--- src/hw/rtl/egf_pkg.sv ---
package egf_pkg;

    localparam int POS_WIDTH_DEF     = 32;
    localparam int COUNTER_WIDTH_DEF = 16;
    localparam int OUT_WIDTH         = 32;
    localparam int ERR_WIDTH         = 32;
    localparam int NUM_WIDTH         = 15;
    localparam int DEN_WIDTH         = 16;
    localparam int ADEN_WIDTH        = DEN_WIDTH + 1;
    localparam int CFG_DATA_WIDTH    = 16;

    typedef enum logic [1:0] {
        FUNC_SAMPLE = 2'd0,
        FUNC_PULSE  = 2'd1,
        FUNC_START  = 2'd2,
        FUNC_HALT   = 2'd3
    } t_func;

    typedef enum logic [1:0] {
        MODE_HALTED = 2'd0,
        MODE_SYNC   = 2'd1,
        MODE_BAD    = 2'd2
    } t_mode;

    typedef enum logic {
        CFG_RATIO_NUM = 1'b0,
        CFG_RATIO_DEN = 1'b1
    } t_cfg_index;

    typedef enum logic [1:0] {
        ST_IDLE = 2'd0,
        ST_EXEC = 2'd1,
        ST_GEAR = 2'd2,
        ST_DONE = 2'd3
    } t_state;

    typedef struct packed {
        logic                        take;
        logic signed [ERR_WIDTH-1:0] err;
    } t_step_res;

    function automatic logic [ADEN_WIDTH-1:0] f_abs_den(input logic [DEN_WIDTH-1:0] den);
        logic [ADEN_WIDTH-1:0] e;
        e = {den[DEN_WIDTH-1], den};
        return den[DEN_WIDTH-1] ? (~e + ADEN_WIDTH'(1)) : e;
    endfunction

    // Error increment when a step is taken: 2 * (|den| - num).
    function automatic logic signed [ERR_WIDTH-1:0] f_take_inc(
        input logic [ADEN_WIDTH-1:0] aden,
        input logic [NUM_WIDTH-1:0]  num
    );
        logic signed [ADEN_WIDTH+1:0] v;
        v = $signed({1'b0, aden}) - $signed({3'b000, num});
        return ERR_WIDTH'(v <<< 1);
    endfunction

    function automatic logic signed [ERR_WIDTH-1:0] f_skip_inc(
        input logic [ADEN_WIDTH-1:0] aden
    );
        return $signed({{(ERR_WIDTH-ADEN_WIDTH-1){1'b0}}, aden, 1'b0});
    endfunction

endpackage

--- src/hw/rtl/egf_bres_step.sv ---
module egf_bres_step
    import egf_pkg::*;
#(
    parameter int POS_WIDTH = POS_WIDTH_DEF
) (
    input  logic signed [ERR_WIDTH-1:0] i_err,
    input  logic                        i_dneg,
    input  logic                        i_move_neg,
    input  logic [NUM_WIDTH-1:0]        i_num,
    input  logic [DEN_WIDTH-1:0]        i_den,
    input  logic [POS_WIDTH-1:0]        i_target,
    output t_step_res                   o_res,
    output logic [POS_WIDTH-1:0]        o_target
);

    logic [ADEN_WIDTH-1:0]       aden;
    logic signed [ERR_WIDTH-1:0] inc;
    logic                        err_pos;

    assign aden    = f_abs_den(i_den);
    assign err_pos = !i_err[ERR_WIDTH-1] && (i_err != '0);

    // Forward counts step on a positive error, reverse counts on a negative one.
    always_comb begin
        o_res.take = i_dneg ? i_err[ERR_WIDTH-1] : err_pos;
        inc        = o_res.take ? f_take_inc(aden, i_num) : f_skip_inc(aden);
        o_res.err  = i_dneg ? (i_err - inc) : (i_err + inc);
        if (o_res.take) begin
            o_target = i_move_neg ? (i_target - POS_WIDTH'(1)) : (i_target + POS_WIDTH'(1));
        end else begin
            o_target = i_target;
        end
    end

endmodule

--- src/hw/rtl/encoder_gear_step_follower.sv ---
// An accepted item passes through ST_EXEC and ST_DONE; a geared encoder sample also
// passes through ST_GEAR once per count of its counter delta (up to 2**(COUNTER_WIDTH-1)).
// No new item is taken until the last one has left ST_DONE, which waits while the output
// register is full; geared samples use the single Bresenham step unit once per count.
// Reset (synchronous, active low) clears positions and error term, sets ratio 1/1,
// forward direction, halted status and no pulsing.
module encoder_gear_step_follower
    import egf_pkg::*;
#(
    parameter int POS_WIDTH     = POS_WIDTH_DEF,
    parameter int COUNTER_WIDTH = COUNTER_WIDTH_DEF
) (
    input  logic                      i_clk,
    input  logic                      i_rst_n,
    input  logic                      i_cfg_valid,
    output logic                      o_cfg_ready,
    input  logic                      i_cfg_index,
    input  logic [CFG_DATA_WIDTH-1:0] i_cfg_data,
    input  logic                      i_in_valid,
    output logic                      o_in_ready,
    input  logic [1:0]                i_func,
    input  logic [COUNTER_WIDTH-1:0]  i_counter_value,
    output logic                      o_out_valid,
    input  logic                      i_out_ready,
    output logic [OUT_WIDTH-1:0]      o_encoder_pos,
    output logic [OUT_WIDTH-1:0]      o_target_pos,
    output logic [OUT_WIDTH-1:0]      o_current_pos,
    output logic                      o_dir_forward,
    output logic                      o_step_enable,
    output logic [1:0]                o_status
);

    t_state                      r_state, n_state;
    logic [NUM_WIDTH-1:0]        r_num;
    logic [DEN_WIDTH-1:0]        r_den;
    t_func                       r_func, n_func;
    logic [COUNTER_WIDTH-1:0]    r_cval, n_cval;
    logic [COUNTER_WIDTH-1:0]    r_last, n_last;
    logic [COUNTER_WIDTH-1:0]    r_cnt, n_cnt;
    logic [POS_WIDTH-1:0]        r_enc, n_enc;
    logic [POS_WIDTH-1:0]        r_target, n_target;
    logic [POS_WIDTH-1:0]        r_axis, n_axis;
    logic signed [ERR_WIDTH-1:0] r_err, n_err;
    logic                        r_step_neg, n_step_neg;
    logic                        r_move_neg, n_move_neg;
    logic                        r_dneg, n_dneg;
    t_mode                       r_mode, n_mode;
    logic                        r_pulsing, n_pulsing;
    logic                        r_chk_gear, n_chk_gear;
    logic                        r_chk_pulse, n_chk_pulse;
    logic                        r_out_valid, n_out_valid;
    logic                        out_load;

    logic [OUT_WIDTH-1:0]        r_o_enc, r_o_target, r_o_axis;
    logic                        r_o_dir, r_o_step;
    t_mode                       r_o_mode;

    t_step_res                   step_res;
    logic [POS_WIDTH-1:0]        step_target;
    logic [COUNTER_WIDTH-1:0]    raw;
    logic [COUNTER_WIDTH-1:0]    mag;
    logic [ADEN_WIDTH-1:0]       aden;
    logic                        ratio_bad;

    egf_bres_step #(
        .POS_WIDTH (POS_WIDTH)
    ) u_step (
        .i_err      (r_err),
        .i_dneg     (r_dneg),
        .i_move_neg (r_move_neg),
        .i_num      (r_num),
        .i_den      (r_den),
        .i_target   (r_target),
        .o_res      (step_res),
        .o_target   (step_target)
    );

    assign o_cfg_ready = 1'b1;
    assign o_in_ready  = (r_state == ST_IDLE);

    assign raw       = r_cval - r_last;
    assign mag       = raw[COUNTER_WIDTH-1] ? (~raw + COUNTER_WIDTH'(1)) : raw;
    assign aden      = f_abs_den(r_den);
    assign ratio_bad = (r_num == '0) || (r_den == '0) || (aden > {2'b00, r_num});

    always_comb begin
        n_state     = r_state;
        n_func      = r_func;
        n_cval      = r_cval;
        n_last      = r_last;
        n_cnt       = r_cnt;
        n_enc       = r_enc;
        n_target    = r_target;
        n_axis      = r_axis;
        n_err       = r_err;
        n_step_neg  = r_step_neg;
        n_move_neg  = r_move_neg;
        n_dneg      = r_dneg;
        n_mode      = r_mode;
        n_pulsing   = r_pulsing;
        n_chk_gear  = r_chk_gear;
        n_chk_pulse = r_chk_pulse;
        out_load    = 1'b0;
        case (r_state)
            ST_IDLE: begin
                if (i_in_valid) begin
                    n_func  = t_func'(i_func);
                    n_cval  = i_counter_value;
                    n_state = ST_EXEC;
                end
            end
            ST_EXEC: begin
                n_chk_gear  = 1'b0;
                n_chk_pulse = 1'b0;
                n_state     = ST_DONE;
                case (r_func)
                    FUNC_SAMPLE: begin
                        n_last = r_cval;
                        if (raw != '0) begin
                            n_enc = r_enc + POS_WIDTH'($signed(raw));
                            if (r_mode == MODE_SYNC && r_target == r_axis) begin
                                n_dneg     = raw[COUNTER_WIDTH-1];
                                n_move_neg = raw[COUNTER_WIDTH-1] ^ r_step_neg;
                                n_cnt      = mag;
                                n_chk_gear = 1'b1;
                                n_state    = ST_GEAR;
                            end
                        end
                    end
                    FUNC_PULSE: begin
                        if (r_pulsing) begin
                            n_axis      = r_move_neg ? (r_axis - POS_WIDTH'(1))
                                                     : (r_axis + POS_WIDTH'(1));
                            n_chk_pulse = 1'b1;
                        end
                    end
                    FUNC_START: begin
                        n_pulsing = 1'b0;
                        if (ratio_bad) begin
                            n_mode = MODE_BAD;
                        end else begin
                            n_step_neg = r_den[DEN_WIDTH-1];
                            n_err      = f_take_inc(aden, r_num);
                            n_axis     = r_target;
                            n_mode     = MODE_SYNC;
                        end
                    end
                    default: begin
                        n_mode    = MODE_HALTED;
                        n_pulsing = 1'b0;
                    end
                endcase
            end
            ST_GEAR: begin
                n_err    = step_res.err;
                n_target = step_target;
                n_cnt    = r_cnt - COUNTER_WIDTH'(1);
                if (r_cnt == COUNTER_WIDTH'(1)) begin
                    n_state = ST_DONE;
                end
            end
            default: begin
                // The result waits here until the output register is free.
                if (!r_out_valid || i_out_ready) begin
                    out_load = 1'b1;
                    n_state  = ST_IDLE;
                    if (r_chk_gear && r_target != r_axis) begin
                        n_pulsing = 1'b1;
                    end
                    if (r_chk_pulse && r_target == r_axis) begin
                        n_pulsing = 1'b0;
                    end
                end
            end
        endcase
        n_out_valid = out_load || (r_out_valid && !i_out_ready);
    end

    always_ff @(posedge i_clk) begin
        if (!i_rst_n) begin
            r_state     <= ST_IDLE;
            r_num       <= NUM_WIDTH'(1);
            r_den       <= DEN_WIDTH'(1);
            r_last      <= '0;
            r_enc       <= '0;
            r_target    <= '0;
            r_axis      <= '0;
            r_err       <= '0;
            r_step_neg  <= 1'b0;
            r_move_neg  <= 1'b0;
            r_dneg      <= 1'b0;
            r_mode      <= MODE_HALTED;
            r_pulsing   <= 1'b0;
            r_chk_gear  <= 1'b0;
            r_chk_pulse <= 1'b0;
            r_out_valid <= 1'b0;
        end else begin
            r_state     <= n_state;
            r_last      <= n_last;
            r_enc       <= n_enc;
            r_target    <= n_target;
            r_axis      <= n_axis;
            r_err       <= n_err;
            r_step_neg  <= n_step_neg;
            r_move_neg  <= n_move_neg;
            r_dneg      <= n_dneg;
            r_mode      <= n_mode;
            r_pulsing   <= n_pulsing;
            r_chk_gear  <= n_chk_gear;
            r_chk_pulse <= n_chk_pulse;
            r_out_valid <= n_out_valid;
            if (i_cfg_valid) begin
                case (t_cfg_index'(i_cfg_index))
                    CFG_RATIO_NUM: r_num <= i_cfg_data[NUM_WIDTH-1:0];
                    CFG_RATIO_DEN: r_den <= i_cfg_data[DEN_WIDTH-1:0];
                    default: r_num <= r_num;
                endcase
            end
        end
    end

    always_ff @(posedge i_clk) begin
        r_func <= n_func;
        r_cval <= n_cval;
        r_cnt  <= n_cnt;
        if (out_load) begin
            r_o_enc    <= OUT_WIDTH'(r_enc);
            r_o_target <= OUT_WIDTH'(r_target);
            r_o_axis   <= OUT_WIDTH'(r_axis);
            r_o_dir    <= !r_move_neg;
            r_o_step   <= n_pulsing;
            r_o_mode   <= r_mode;
        end
    end

    assign o_out_valid   = r_out_valid;
    assign o_encoder_pos = r_o_enc;
    assign o_target_pos  = r_o_target;
    assign o_current_pos = r_o_axis;
    assign o_dir_forward = r_o_dir;
    assign o_step_enable = r_o_step;
    assign o_status      = r_o_mode;

endmodule

--- config.mk ---
export PLATFORM = sky130hd
export DESIGN_NAME = encoder_gear_step_follower
export DESIGN_NICKNAME = d
export VERILOG_FILES = /design/src/hw/rtl/egf_pkg.sv /design/src/hw/rtl/egf_bres_step.sv /design/src/hw/rtl/encoder_gear_step_follower.sv
export SDC_FILE = /design/constraint.sdc
export NUM_CORES = 1
export LEC_CHECK = 0
export BUFFER_PORTS_ARGS = -buffer_cell sky130_fd_sc_hd__buf_2
export CORE_ASPECT_RATIO = 0.7
export CORE_MARGIN = 2
export CORE_UTILIZATION = 50
export CTS_BUF_LIST = sky130_fd_sc_hd__clkbuf_16
export CTS_CLUSTER_SIZE = 24
export DETAILED_ROUTE_END_ITERATION = 12
export GPL_ROUTABILITY_DRIVEN = 0
export PLACE_DENSITY_LB_ADDON = 0.12
export SLEW_MARGIN = 20
export SYNTH_ARGS = -nofsm -noshare
export SYNTH_HDL_FRONTEND = slang
export SYNTH_HIERARCHICAL = 1
export SYNTH_SLANG_ARGS = --single-unit
--- constraint.sdc ---
create_clock -name i_clk -period 7.8 [get_ports i_clk]
set_input_delay 0.78 -clock i_clk [delete_from_list [all_inputs] [get_ports i_clk]]
set_output_delay 0.78 -clock i_clk [all_outputs]
set_load 0.02 [all_outputs]
==> results.md, run 1 <==
* Status: finished clean
* Min Tclk post-route at 6990 ps
* Grt ovf at 0
* CTS H-tree depth at 2
* Place WS at 934 ps
* Longest Clk Path Bufs at 3
* Leak Pwr at 9.99 nW
* CTS Buf Count at 35
* Final net count at 2,927
* Die Footprint at 46,500 sq um
* Number of synthesized register bits at 320
* Post-synth ARST share at 0%
* Relative slew slack at 30.2%
* Crit path largest cell delay at 530 ps
* # fillers at 4,015
* Sequential share of the synthesized area at 34.6%
* Area of placed instances at 23,600 sq um
* Met3 routed WL at 3770 um
* Worst slew pin tran at 1050 ps
* Pwr Total at 9.53 mW
* # Post-CTS Setup Buffers at 0
* Syn avg cell area at 8.61 sq um
* Ys Warns at 6
* WHS Path Cells at 1
* N_diodes at 0
* DR top layer: met5
* CP max-delay cell: o31ai_1
* Hold path start: i_counter_value[1]
* Pwr dens at 384 nW/um^2
* First-pass GRT wire length at 97,000 um
* Initial antenna violation count at 1
* Rows at 64
* Core area at 44,000 sq um
* CTS resizes at 0
* Synthesis-to-layout area growth at 11.0%
* Hold worst-path end: r_cval[1]$_DFFE_PP_
* Arrival @ worst endpoint at 7450 ps
* Via count at 19,500
* Drt initial violations at 1,619
* WS Path Type: flip-flop to flip-flop
* WL/cell at 18.2 um
* PortBufs at 141
* GRT Overall Usage at 25.5%
* Starting density of the core at 50.9%
* Vias per cell at 5.87
* Clock root buffer: clkbuf_16
* Clock Sinks at 320
* Ys flop type: dfxtp_1
* Cell count after synthesis at 2,599
* Worst Hold Slack at 408 ps
* Commonest non-fill, non-tap cell in the layout: nand2_1
* Setup ws final at 813 ps
* RSZ-0062 raised after global routing: false
* RR Endpoint: r_err[31]$_SDFFE_PN0P_
* Hold Fails Final Rpt at 0
* Clock latency at the later pin of the worst-skew pair at 540 ps
* Vias in the first global route at 18,100
* Register area at 7750 sq um
* Worst setup SP type: flip-flop
* Fmax achieved at 143 MHz
* Post-route cell area at 24,800 sq um
* Placed Cells at 3,256
* Max FO, Critical Path at 9
* RR Startpoint: r_den[0]$_SDFFE_PN1P_
* Worst r2r path cells at 29
* CTS tree: done
* Cts hold-fix bufs at 0
* Max-slew violation count at 0
* Share of cells above drive strength 1 at 10.1%
* Num ports at 143
* DRT Pass-1 Iters at 6
* Final core utilization at 56.5%
* Clock Pin Slew Worst Setup and Hold Paths at 70 ps
* Post-synth EDFFs at 134
* Commonest cells after routing, fill and taps aside: 265 x nand2_1, 260 x a21oi_1, 251 x nor2_1
* Largest net degree at the start of global routing at 95
* Worst vdd ir at 0.254 mV
* Metal2 WL at 25,700 um
* DRC viols at 0
* Fin Clk Skew at 13.9 ps
* M1 wire length at 29,700 um
* Syn_nets at 2,826
* Final worst-path cycle share at 89.6%
* WL final at 60,600 um
* Post-Synthesis Cell Area at 22,400 sq um
* Post-synthesis cell type count at 91
* Die outline height at 181 um
* Max-cap viol count at 0
* Setup TNS Final at 0 ps
* Die W at 257 um
* Setup violators final at 0
* HP Class: input pin to flip-flop
* Area occupied by multi-input gates at 13,800 sq um
* Critical Path RT at 8260 ps
* DP HPWL at 44,800 um
* DRT antenna net count at 0
* Post-Layout Cell Count at 3,321
* Worst setup EP type: flip-flop
* R2R Setup Slk at 810 ps
-- registers in the layout, indices dropped and copies added, names as in the netlist, 32 cells and up --
name and flops:
o_encoder_pos 32, o_current_pos 32, r_target 32, r_enc 32, o_target_pos 32, r_axis 32
r_err 32
-- report_power, final --
group          leakage (nW)  internal (mW)  switching (mW)
logic                  6.64           2.13            3.34
registers              2.77           2.06           0.244
clock network         0.586           1.01           0.746
total                  9.99           5.20            4.33
-- synthesized netlist by cell type (all sizes together), types with 8 or more instances --
master	instances	share of area [%]
nand2	265	4.4
a21oi	262	5.9
nor2	252	4.2
dfxtp	186	17
ha	181	10
xnor2	160	6.3
o21ai	159	3.6
edfxtp	134	18
inv	115	1.9
mux2i	73	3.3
xor2	71	2.8
a21o	66	2.2
clkbuf	65	1.1
nor3	51	1.1
nand3	43	0.98
a211oi	42	1.5
a31oi	35	1.0
nand2b	33	0.92
buf	31	0.81
o21a	29	0.98
and3	24	0.67
nor2b	22	0.61
nor4	22	0.67
nand4	21	0.59
o211ai	21	0.73
o31ai	21	0.73
or3	21	0.59
o21bai	18	0.60
and2	16	0.45
o41ai	13	0.54
or4	12	0.47
a311oi	9	0.35
a41oi	8	0.31
mux2	8	0.40
nor3b	8	0.27
or2	8	0.23
-- routing by layer --
layer,track usage (%),vias up
met5,0,-
met4,7.07,2
met3,3.40,86
met2,38.6,598
met1,38.0,9157
li1,-,9635
-- worst max path at each step --
stage / start / endpoint / slack [ps]
CTS: r_den[0]$_SDFFE_PN1P_ / r_err[29]$_SDFFE_PN0P_ / 890
floorplan: r_den[15]$_SDFFE_PN0P_ / r_err[31]$_SDFFE_PN0P_ / 1960
global placement: r_den[0]$_SDFFE_PN1P_ / r_err[31]$_SDFFE_PN0P_ / 1250
finish: r_den[0]$_SDFFE_PN1P_ / r_err[31]$_SDFFE_PN0P_ / 810
global route: r_den[0]$_SDFFE_PN1P_ / r_err[31]$_SDFFE_PN0P_ / 50
detailed placement: r_den[0]$_SDFFE_PN1P_ / r_err[29]$_SDFFE_PN0P_ / 930
-- critical path, delay by kind of cell, from the launching register on --
| family | cells | cell delay (ps) |
|---|---|---|
| buffers and inverters | 1 | 110 |
| flip-flops | 1 | 490 |
| AND/OR/NAND/NOR | 9 | 1350 |
| adder cells (fa/ha/maj) | 3 | 890 |
| AO/OA/AOI/OAI | 14 | 3720 |
| XOR/XNOR | 2 | 360 |
-- final cells by class --
type,instances,share of cell area [%]
clock buffer,37,3.73
tap,594,2.99
sequential,320,31.2
multi-input combinational,2066,55.6
inverter,117,1.78
timing repair buffer,160,3.51
clock inverter,27,1.16
-- cells by family after synthesis --
family                     synth area share [%]
adders and majority gates                  10.7
AOI/OAI and AO/OA                          21.0
muxes                                      3.67
and+or+nand+nor                            17.1
DFF                                        34.6
buffers and inverters                      3.86
xor gates and xnor gates                   9.04
other                                    0.0168
No activity file was read; power rests on OpenSTA's default activity.
==> run 2, diff against run 1 <==
--- a/config.mk
+++ b/config.mk
@@ -8,12 +8,12 @@
 export BUFFER_PORTS_ARGS = -buffer_cell sky130_fd_sc_hd__buf_2
 export CORE_ASPECT_RATIO = 0.7
 export CORE_MARGIN = 2
-export CORE_UTILIZATION = 50
+export CORE_UTILIZATION = 57
 export CTS_BUF_LIST = sky130_fd_sc_hd__clkbuf_16
 export CTS_CLUSTER_SIZE = 24
 export DETAILED_ROUTE_END_ITERATION = 12
 export GPL_ROUTABILITY_DRIVEN = 0
-export PLACE_DENSITY_LB_ADDON = 0.12
+export PLACE_DENSITY = 0.76
 export SLEW_MARGIN = 20
 export SYNTH_ARGS = -nofsm -noshare
 export SYNTH_HDL_FRONTEND = slang
==> results.md, run 2 (synthesis results as in run 1) <==
* Max-cap viol count at 0 (unchanged)
* PortBufs at 141 (unchanged)
* Sw Share at 45.6% (+0.11 points)
* Worst setup SP type: flip-flop
* Clock latency at the later pin of the worst-skew pair at 600 ps (+60 ps)
* Cts hold-fix bufs at 0 (unchanged)
* Psw at 4.21 mW (-2.9%)
* GRT Overall Usage at 28.3% (+2.8 points)
* Starting density of the core at 58.0% (+7.1 points)
* Vias in the first global route at 18,100 (+0.16%)
* Die Footprint at 40,900 sq um (-12%)
* Reg power frac at 24.9% (+0.8 points)
* Core area at 38,600 sq um (-12%)
* Fmax achieved at 139 MHz (-2.7%)
* Min Tclk post-route at 7180 ps (+190 ps)
* Commonest non-fill, non-tap cell in the layout: nand2_1
* Fin Clk Skew at 18.8 ps (+4.89 ps)
* WL final at 58,800 um (-3.0%)
* CTS resizes at 0 (unchanged)
* Logic pwr share at 58.5% (+1.1 points)
* CTS tree: done
* Worst Hold Slack at 358 ps (-49.6 ps)
* HP Class: input pin to flip-flop
* Die W at 241 um (-6.2%)
* Status: finished clean
* Die outline height at 170 um (-6.2%)
* Max-slew violation count at 0 (unchanged)
* Drt initial violations at 2,222 (+37%)
* DRT Pass-1 Iters at 8 (+2)
* CTS H-tree depth at 1 (-1)
* Rows at 60 (-6.3%)
* WS Path Type: flip-flop to flip-flop
* R2R Setup Slk at 620 ps (-190 ps)
* Worst slew pin tran at 1080 ps (+31.9 ps)
* DRC viols at 0 (unchanged)
* Worst vdd ir at 0.274 mV (+7.9%)
* Clk network pwr share at 16.6% (-1.8 points)
* Setup violators final at 0 (unchanged)
* Clock root buffer: clkbuf_16
* Hold Fails Final Rpt at 0 (unchanged)
* CTS Buf Count at 31 (-11%)
* RR Startpoint: r_den[0]$_SDFFE_PN1P_
* # Post-CTS Setup Buffers at 0 (unchanged)
* WL/cell at 18.1 um (-0.73%)
* Leak Pwr at 9.92 nW (-0.77%)
* Largest net degree at the start of global routing at 81 (-15%)
* Critical Path RT at 8330 ps (+70 ps)
* WHS Path Cells at 1 (unchanged)
* DP HPWL at 43,500 um (-3.0%)
* Max FO, Critical Path at 9 (unchanged)
* Synthesis-to-layout area growth at 9.60%
* Final net count at 2,920 (-0.24%)
* Pwr dens at 377 nW/um^2 (-1.9%)
* Internal Power at 5.03 mW (-3.3%)
* RR Endpoint: r_err[31]$_SDFFE_PN0P_
* N_diodes at 0 (unchanged)
* Hold worst-path end: r_cval[1]$_DFFE_PP_
* DRT antenna net count at 0 (unchanged)
* Commonest cells after routing, fill and taps aside: 265 x nand2_1, 260 x a21oi_1, 251 x nor2_1
* Worst r2r path cells at 29 (unchanged)
* Relative slew slack at 28.1% (-2.1 points)
* Initial antenna violation count at 0 (-1)
* Clock Sinks at 320 (unchanged)
* Hold path start: i_counter_value[1]
* Final worst-path cycle share at 92.0% (+2.4 points)
* Vias per cell at 6.09 (+3.8%)
* First-pass GRT wire length at 94,400 um (-2.7%)
* Setup TNS Final at 0 ps (unchanged)
* RSZ-0062 raised after global routing: false
* CP max-delay cell: dfxtp_1
* Via count at 19,800 (+1.4%)
* Share of cells above drive strength 1 at 9.60% (-0.48 points)
* # fillers at 3,255 (-19%)
* Longest Clk Path Bufs at 3 (unchanged)
* Clock Pin Slew Worst Setup and Hold Paths at 70 ps (about the same)
* Num ports at 143 (unchanged)
* Grt ovf at 0 (unchanged)
* Worst setup EP type: flip-flop
* Crit path largest cell delay at 500 ps (-30 ps)
* Arrival @ worst endpoint at 7700 ps (+250 ps)
-- run 2: area by class of cell --
| cell class | instances | area, sq um | share of cell area, % |
|---|---|---|---|
| well taps | 527 | 659 | 2.69 |
| repair buffers | 157 | 826 | 3.37 |
| clock inverters | 24 | 184 | 0.750 |
| clock buffers | 34 | 851 | 3.47 |
| multi-input cells | 2066 | 13800 | 56.3 |
| flip-flops and latches | 320 | 7750 | 31.6 |
| inverters | 117 | 442 | 1.80 |
-- run 2: how the worst max path moves through the flow --
stage	slack [ps]	start	cells past startpoint	to
after floorplan	1960	r_den[15]$_SDFFE_PN0P_	30	r_err[31]$_SDFFE_PN0P_
after detailed placement	840	r_den[0]$_SDFFE_PN1P_	29	r_err[31]$_SDFFE_PN0P_
after global placement	1350	r_den[0]$_SDFFE_PN1P_	30	r_err[29]$_SDFFE_PN0P_
after CTS	790	r_den[0]$_SDFFE_PN1P_	29	r_err[31]$_SDFFE_PN0P_
after global routing	60	r_den[0]$_SDFFE_PN1P_	29	r_err[31]$_SDFFE_PN0P_
final	620	r_den[0]$_SDFFE_PN1P_	29	r_err[31]$_SDFFE_PN0P_
-- run 2: power by group through the flow --
stage	clock, mW	combinational (mW)	sequential (mW)
after floorplan	0	4.10	2.30
after global placement	0	5.11	2.32
after detailed placement	0	5.26	2.33
after CTS	1.56	5.28	2.29
after global routing	1.62	5.91	2.33
final	1.54	5.40	2.30
-- run 2: routing by layer --
layer | routed length, um | vias up | GRT usage [%] | share of wire, %
li1 | - | 9612 | - | -
met1 | 27500 | 9285 | 41.5 | 47
met2 | 25500 | 762 | 44.0 | 43
met3 | 4300 | 98 | 3.55 | 7.3
met4 | 1460 | 0 | 7.43 | 2.5
met5 | 0 | - | 0 | 0
-- run 2: per-stage QoR --
step,utilization (%),setup WS [ps],area [sq um],instances,power [mW]
after floorplan,-,1960,22400,2599,6.40
after global placement,60.9,1350,23500,3187,7.43
after detailed placement,60.9,841,23500,3187,7.58
after CTS,63.6,787,24500,3245,9.14
after global routing,63.6,61.5,24500,3245,9.86
final,63.6,623,24500,3245,9.24
-- run 2: worst max-delay path, delay by kind of cell (launching register included) --
kind | cells | cell delay [ps]
adder cells (fa/ha/maj) | 3 | 940
XOR/XNOR | 2 | 400
AO/OA/AOI/OAI | 14 | 3780
AND/OR/NAND/NOR | 9 | 1350
flip-flops | 1 | 500
buffers and inverters | 1 | 130
==> run 3, diff against run 2 <==
--- a/config.mk
+++ b/config.mk
@@ -14,6 +14,7 @@
 export DETAILED_ROUTE_END_ITERATION = 12
 export GPL_ROUTABILITY_DRIVEN = 0
 export PLACE_DENSITY = 0.76
+export SETUP_SLACK_MARGIN = 0.4
 export SLEW_MARGIN = 20
 export SYNTH_ARGS = -nofsm -noshare
 export SYNTH_HDL_FRONTEND = slang
==> constraint.sdc (replaced) <==
create_clock -name i_clk -period 6.7 [get_ports i_clk]
set_input_delay 0.67 -clock i_clk [delete_from_list [all_inputs] [get_ports i_clk]]
set_output_delay 0.67 -clock i_clk [all_outputs]
set_load 0.02 [all_outputs]
==> results.md, run 3 (synthesis results as in run 1) <==
* Status: finished clean
* Post-Layout Cell Count at 3,272 (+0.83%)
* Fmax achieved at 164 MHz (+18%)
* Worst setup SP type: flip-flop
* Reg power frac at 23.9% (-1.0 points)
* Synthesis-to-layout area growth at 11.8%
* CP delay by family, top: compound AO/OA/AOI/OAI gates
* Starting density of the core at 58.0% (unchanged)
* Final core utilization at 64.8% (+1.3 points)
* Min Tclk post-route at 6100 ps (-1080 ps)
* Most used cell, CP: xnor2_1
* Place WS at 87.2 ps (-754 ps)
* Hold Fails Final Rpt at 0 (unchanged)
* Final net count at 2,945 (+0.86%)
* Critical Path RT at 7170 ps (-1160 ps)
* WP buf/inv at 4 (+3)
* # fillers at 3,274 (+0.58%)
* Sw Share at 45.6% (about the same)
* Longest Clk Path Bufs at 3 (unchanged)
* Leak Pwr at 10.1 nW (+2.3%)
* Rows at 60 (unchanged)
* Die outline height at 170 um (unchanged)
* Via count at 20,100 (+1.6%)
* Arrival @ worst endpoint at 6580 ps (-1120 ps)
* Area of placed instances at 23,500 sq um (+0.22%)
* CP max-delay cell: dfxtp_4
* RR Startpoint: r_den[0]$_SDFFE_PN1P_
* WL/cell at 18.4 um (+1.3%)
* Post-route cell area at 25,000 sq um (+2.0%)
* HP Class: input pin to flip-flop
* Clock latency at the later pin of the worst-skew pair at 550 ps (-50 ps)
* First-pass GRT wire length at 94,400 um (about the same)
* Internal Power at 6.11 mW (+22%)
* CTS H-tree depth at 2 (+1)
* Setup TNS Final at 0 ps (unchanged)
* Num ports at 143 (unchanged)
* Worst slew pin tran at 1040 ps (-37.1 ps)
* DRT Pass-1 Iters at 6 (-2)
* Final worst-path cycle share at 91.1% (-0.96 points)
* Largest net degree at the start of global routing at 84 (+3.7%)
* Worst vdd ir at 0.488 mV (+78%)
* N_diodes at 0 (unchanged)
* Max-slew violation count at 0 (unchanged)
* Hold path start: i_counter_value[2]
* Clock root buffer: clkbuf_16
* PortBufs at 141 (unchanged)
* Commonest non-fill, non-tap cell in the layout: nand2_1
* RSZ-0062 raised after global routing: false
* Logic pwr share at 58.8% (+0.3 points)
* Placed Cells at 3,194 (+0.22%)
* Psw at 5.11 mW (+22%)
* Die Footprint at 40,900 sq um (unchanged)
* DRT antenna net count at 0 (unchanged)
* Grt ovf at 0 (unchanged)
* Share of cells above drive strength 1 at 11.8% (+2.2 points)
* Critical path launch point: r_den[0]$_SDFFE_PN1P_
* Clock Sinks at 320 (unchanged)
* WL final at 60,000 um (+2.2%)
* Drt initial violations at 2,055 (-7.5%)
* CTS tree: done
* Die W at 241 um (unchanged)
* DRC viols at 0 (unchanged)
* Clk network pwr share at 17.3% (+0.7 points)
* Initial antenna violation count at 0 (unchanged)
* Max FO, Critical Path at 9 (unchanged)
* Worst setup EP type: flip-flop
* Core area at 38,600 sq um (unchanged)
* Crit path largest cell delay at 390 ps (-110 ps)
* Vias per cell at 6.13 (+0.76%)
* Vias in the first global route at 18,200 (+0.43%)
* Setup ws final at 599 ps (-23.4 ps)
* Clock Pin Slew Worst Setup and Hold Paths at 60 ps (about the same)
* Setup violators final at 0 (unchanged)
* CTS Buf Count at 35 (+13%)
* GRT Overall Usage at 28.5% (+0.16 points)
* Max-cap viol count at 0 (unchanged)
* Fin Clk Skew at 14.2 ps (-4.59 ps)
* Commonest cells after routing, fill and taps aside: 264 x nand2_1, 257 x a21oi_1, 249 x nor2_1
* Relative slew slack at 30.6% (+2.5 points)
* Pwr dens at 449 nW/um^2 (+19%)
* WS Path Type: flip-flop to flip-flop
* DP HPWL at 43,700 um (+0.39%)
==> run 3: cell type report <==
class	instances	area [sq um]	area share, %
Multi-Input combinational cell	2066	14000	56.1
Tap cell	527	659	2.64
Clock buffer	38	951	3.80
Sequential cell	320	7760	31.0
Inverter	117	442	1.77
Timing Repair Buffer	178	983	3.93
Clock inverter	26	196	0.785
==> run 3: worst paths after layout <==
path	endpoint	slack (ps)	cells past startpoint
max reg2reg	r_err[29]$_SDFFE_PN0P_	600	32
max	r_err[29]$_SDFFE_PN0P_	600	32
min	r_cval[2]$_DFFE_PP_	300	1
min reg2reg	r_last[2]$_SDFFE_PN0P_	450	2
==> run 3: timing repair <==
action,4_1_cts,5_1_grt
gates cloned,0,0
pin swaps,1,19
gates resized for setup,15,38
buffers inserted,1,13
hold buffers,0,0
setup endpoints to repair,4,10
==> run 3: per-layer routing <==
metal / track usage, % / part of all wire [%] / up-vias
met3: 3.81 / 7.5 / 119
li1: - / - / 9667
met2: 43.7 / 43 / 892
met4: 8.00 / 2.4 / 0
met5: 0 / 0 / -
met1: 41.8 / 47 / 9394
==> run 3: power by group through the flow <==
| stage | Sequential [mW] | Combinational (mW) | Clock [mW] |
|---|---|---|---|
| 4_1_cts | 2.67 | 6.26 | 1.98 |
| 3_3_place_gp | 2.70 | 5.99 | 0 |
| 2_1_floorplan | 2.68 | 4.78 | 0 |
| 3_5_place_dp | 2.71 | 6.20 | 0 |
| 6_report | 2.68 | 6.60 | 1.95 |
| 5_1_grt | 2.71 | 7.17 | 2.05 |
==> run 3: through the flow <==
| step | hold WS [ps] | power [mW] |
|---|---|---|
| after floorplan | 421 | 7.45 |
| after global placement | 442 | 8.69 |
| after detailed placement | 447 | 8.90 |
| after CTS | 280 | 10.9 |
| after global routing | 284 | 11.9 |
| final | 299 | 11.2 |
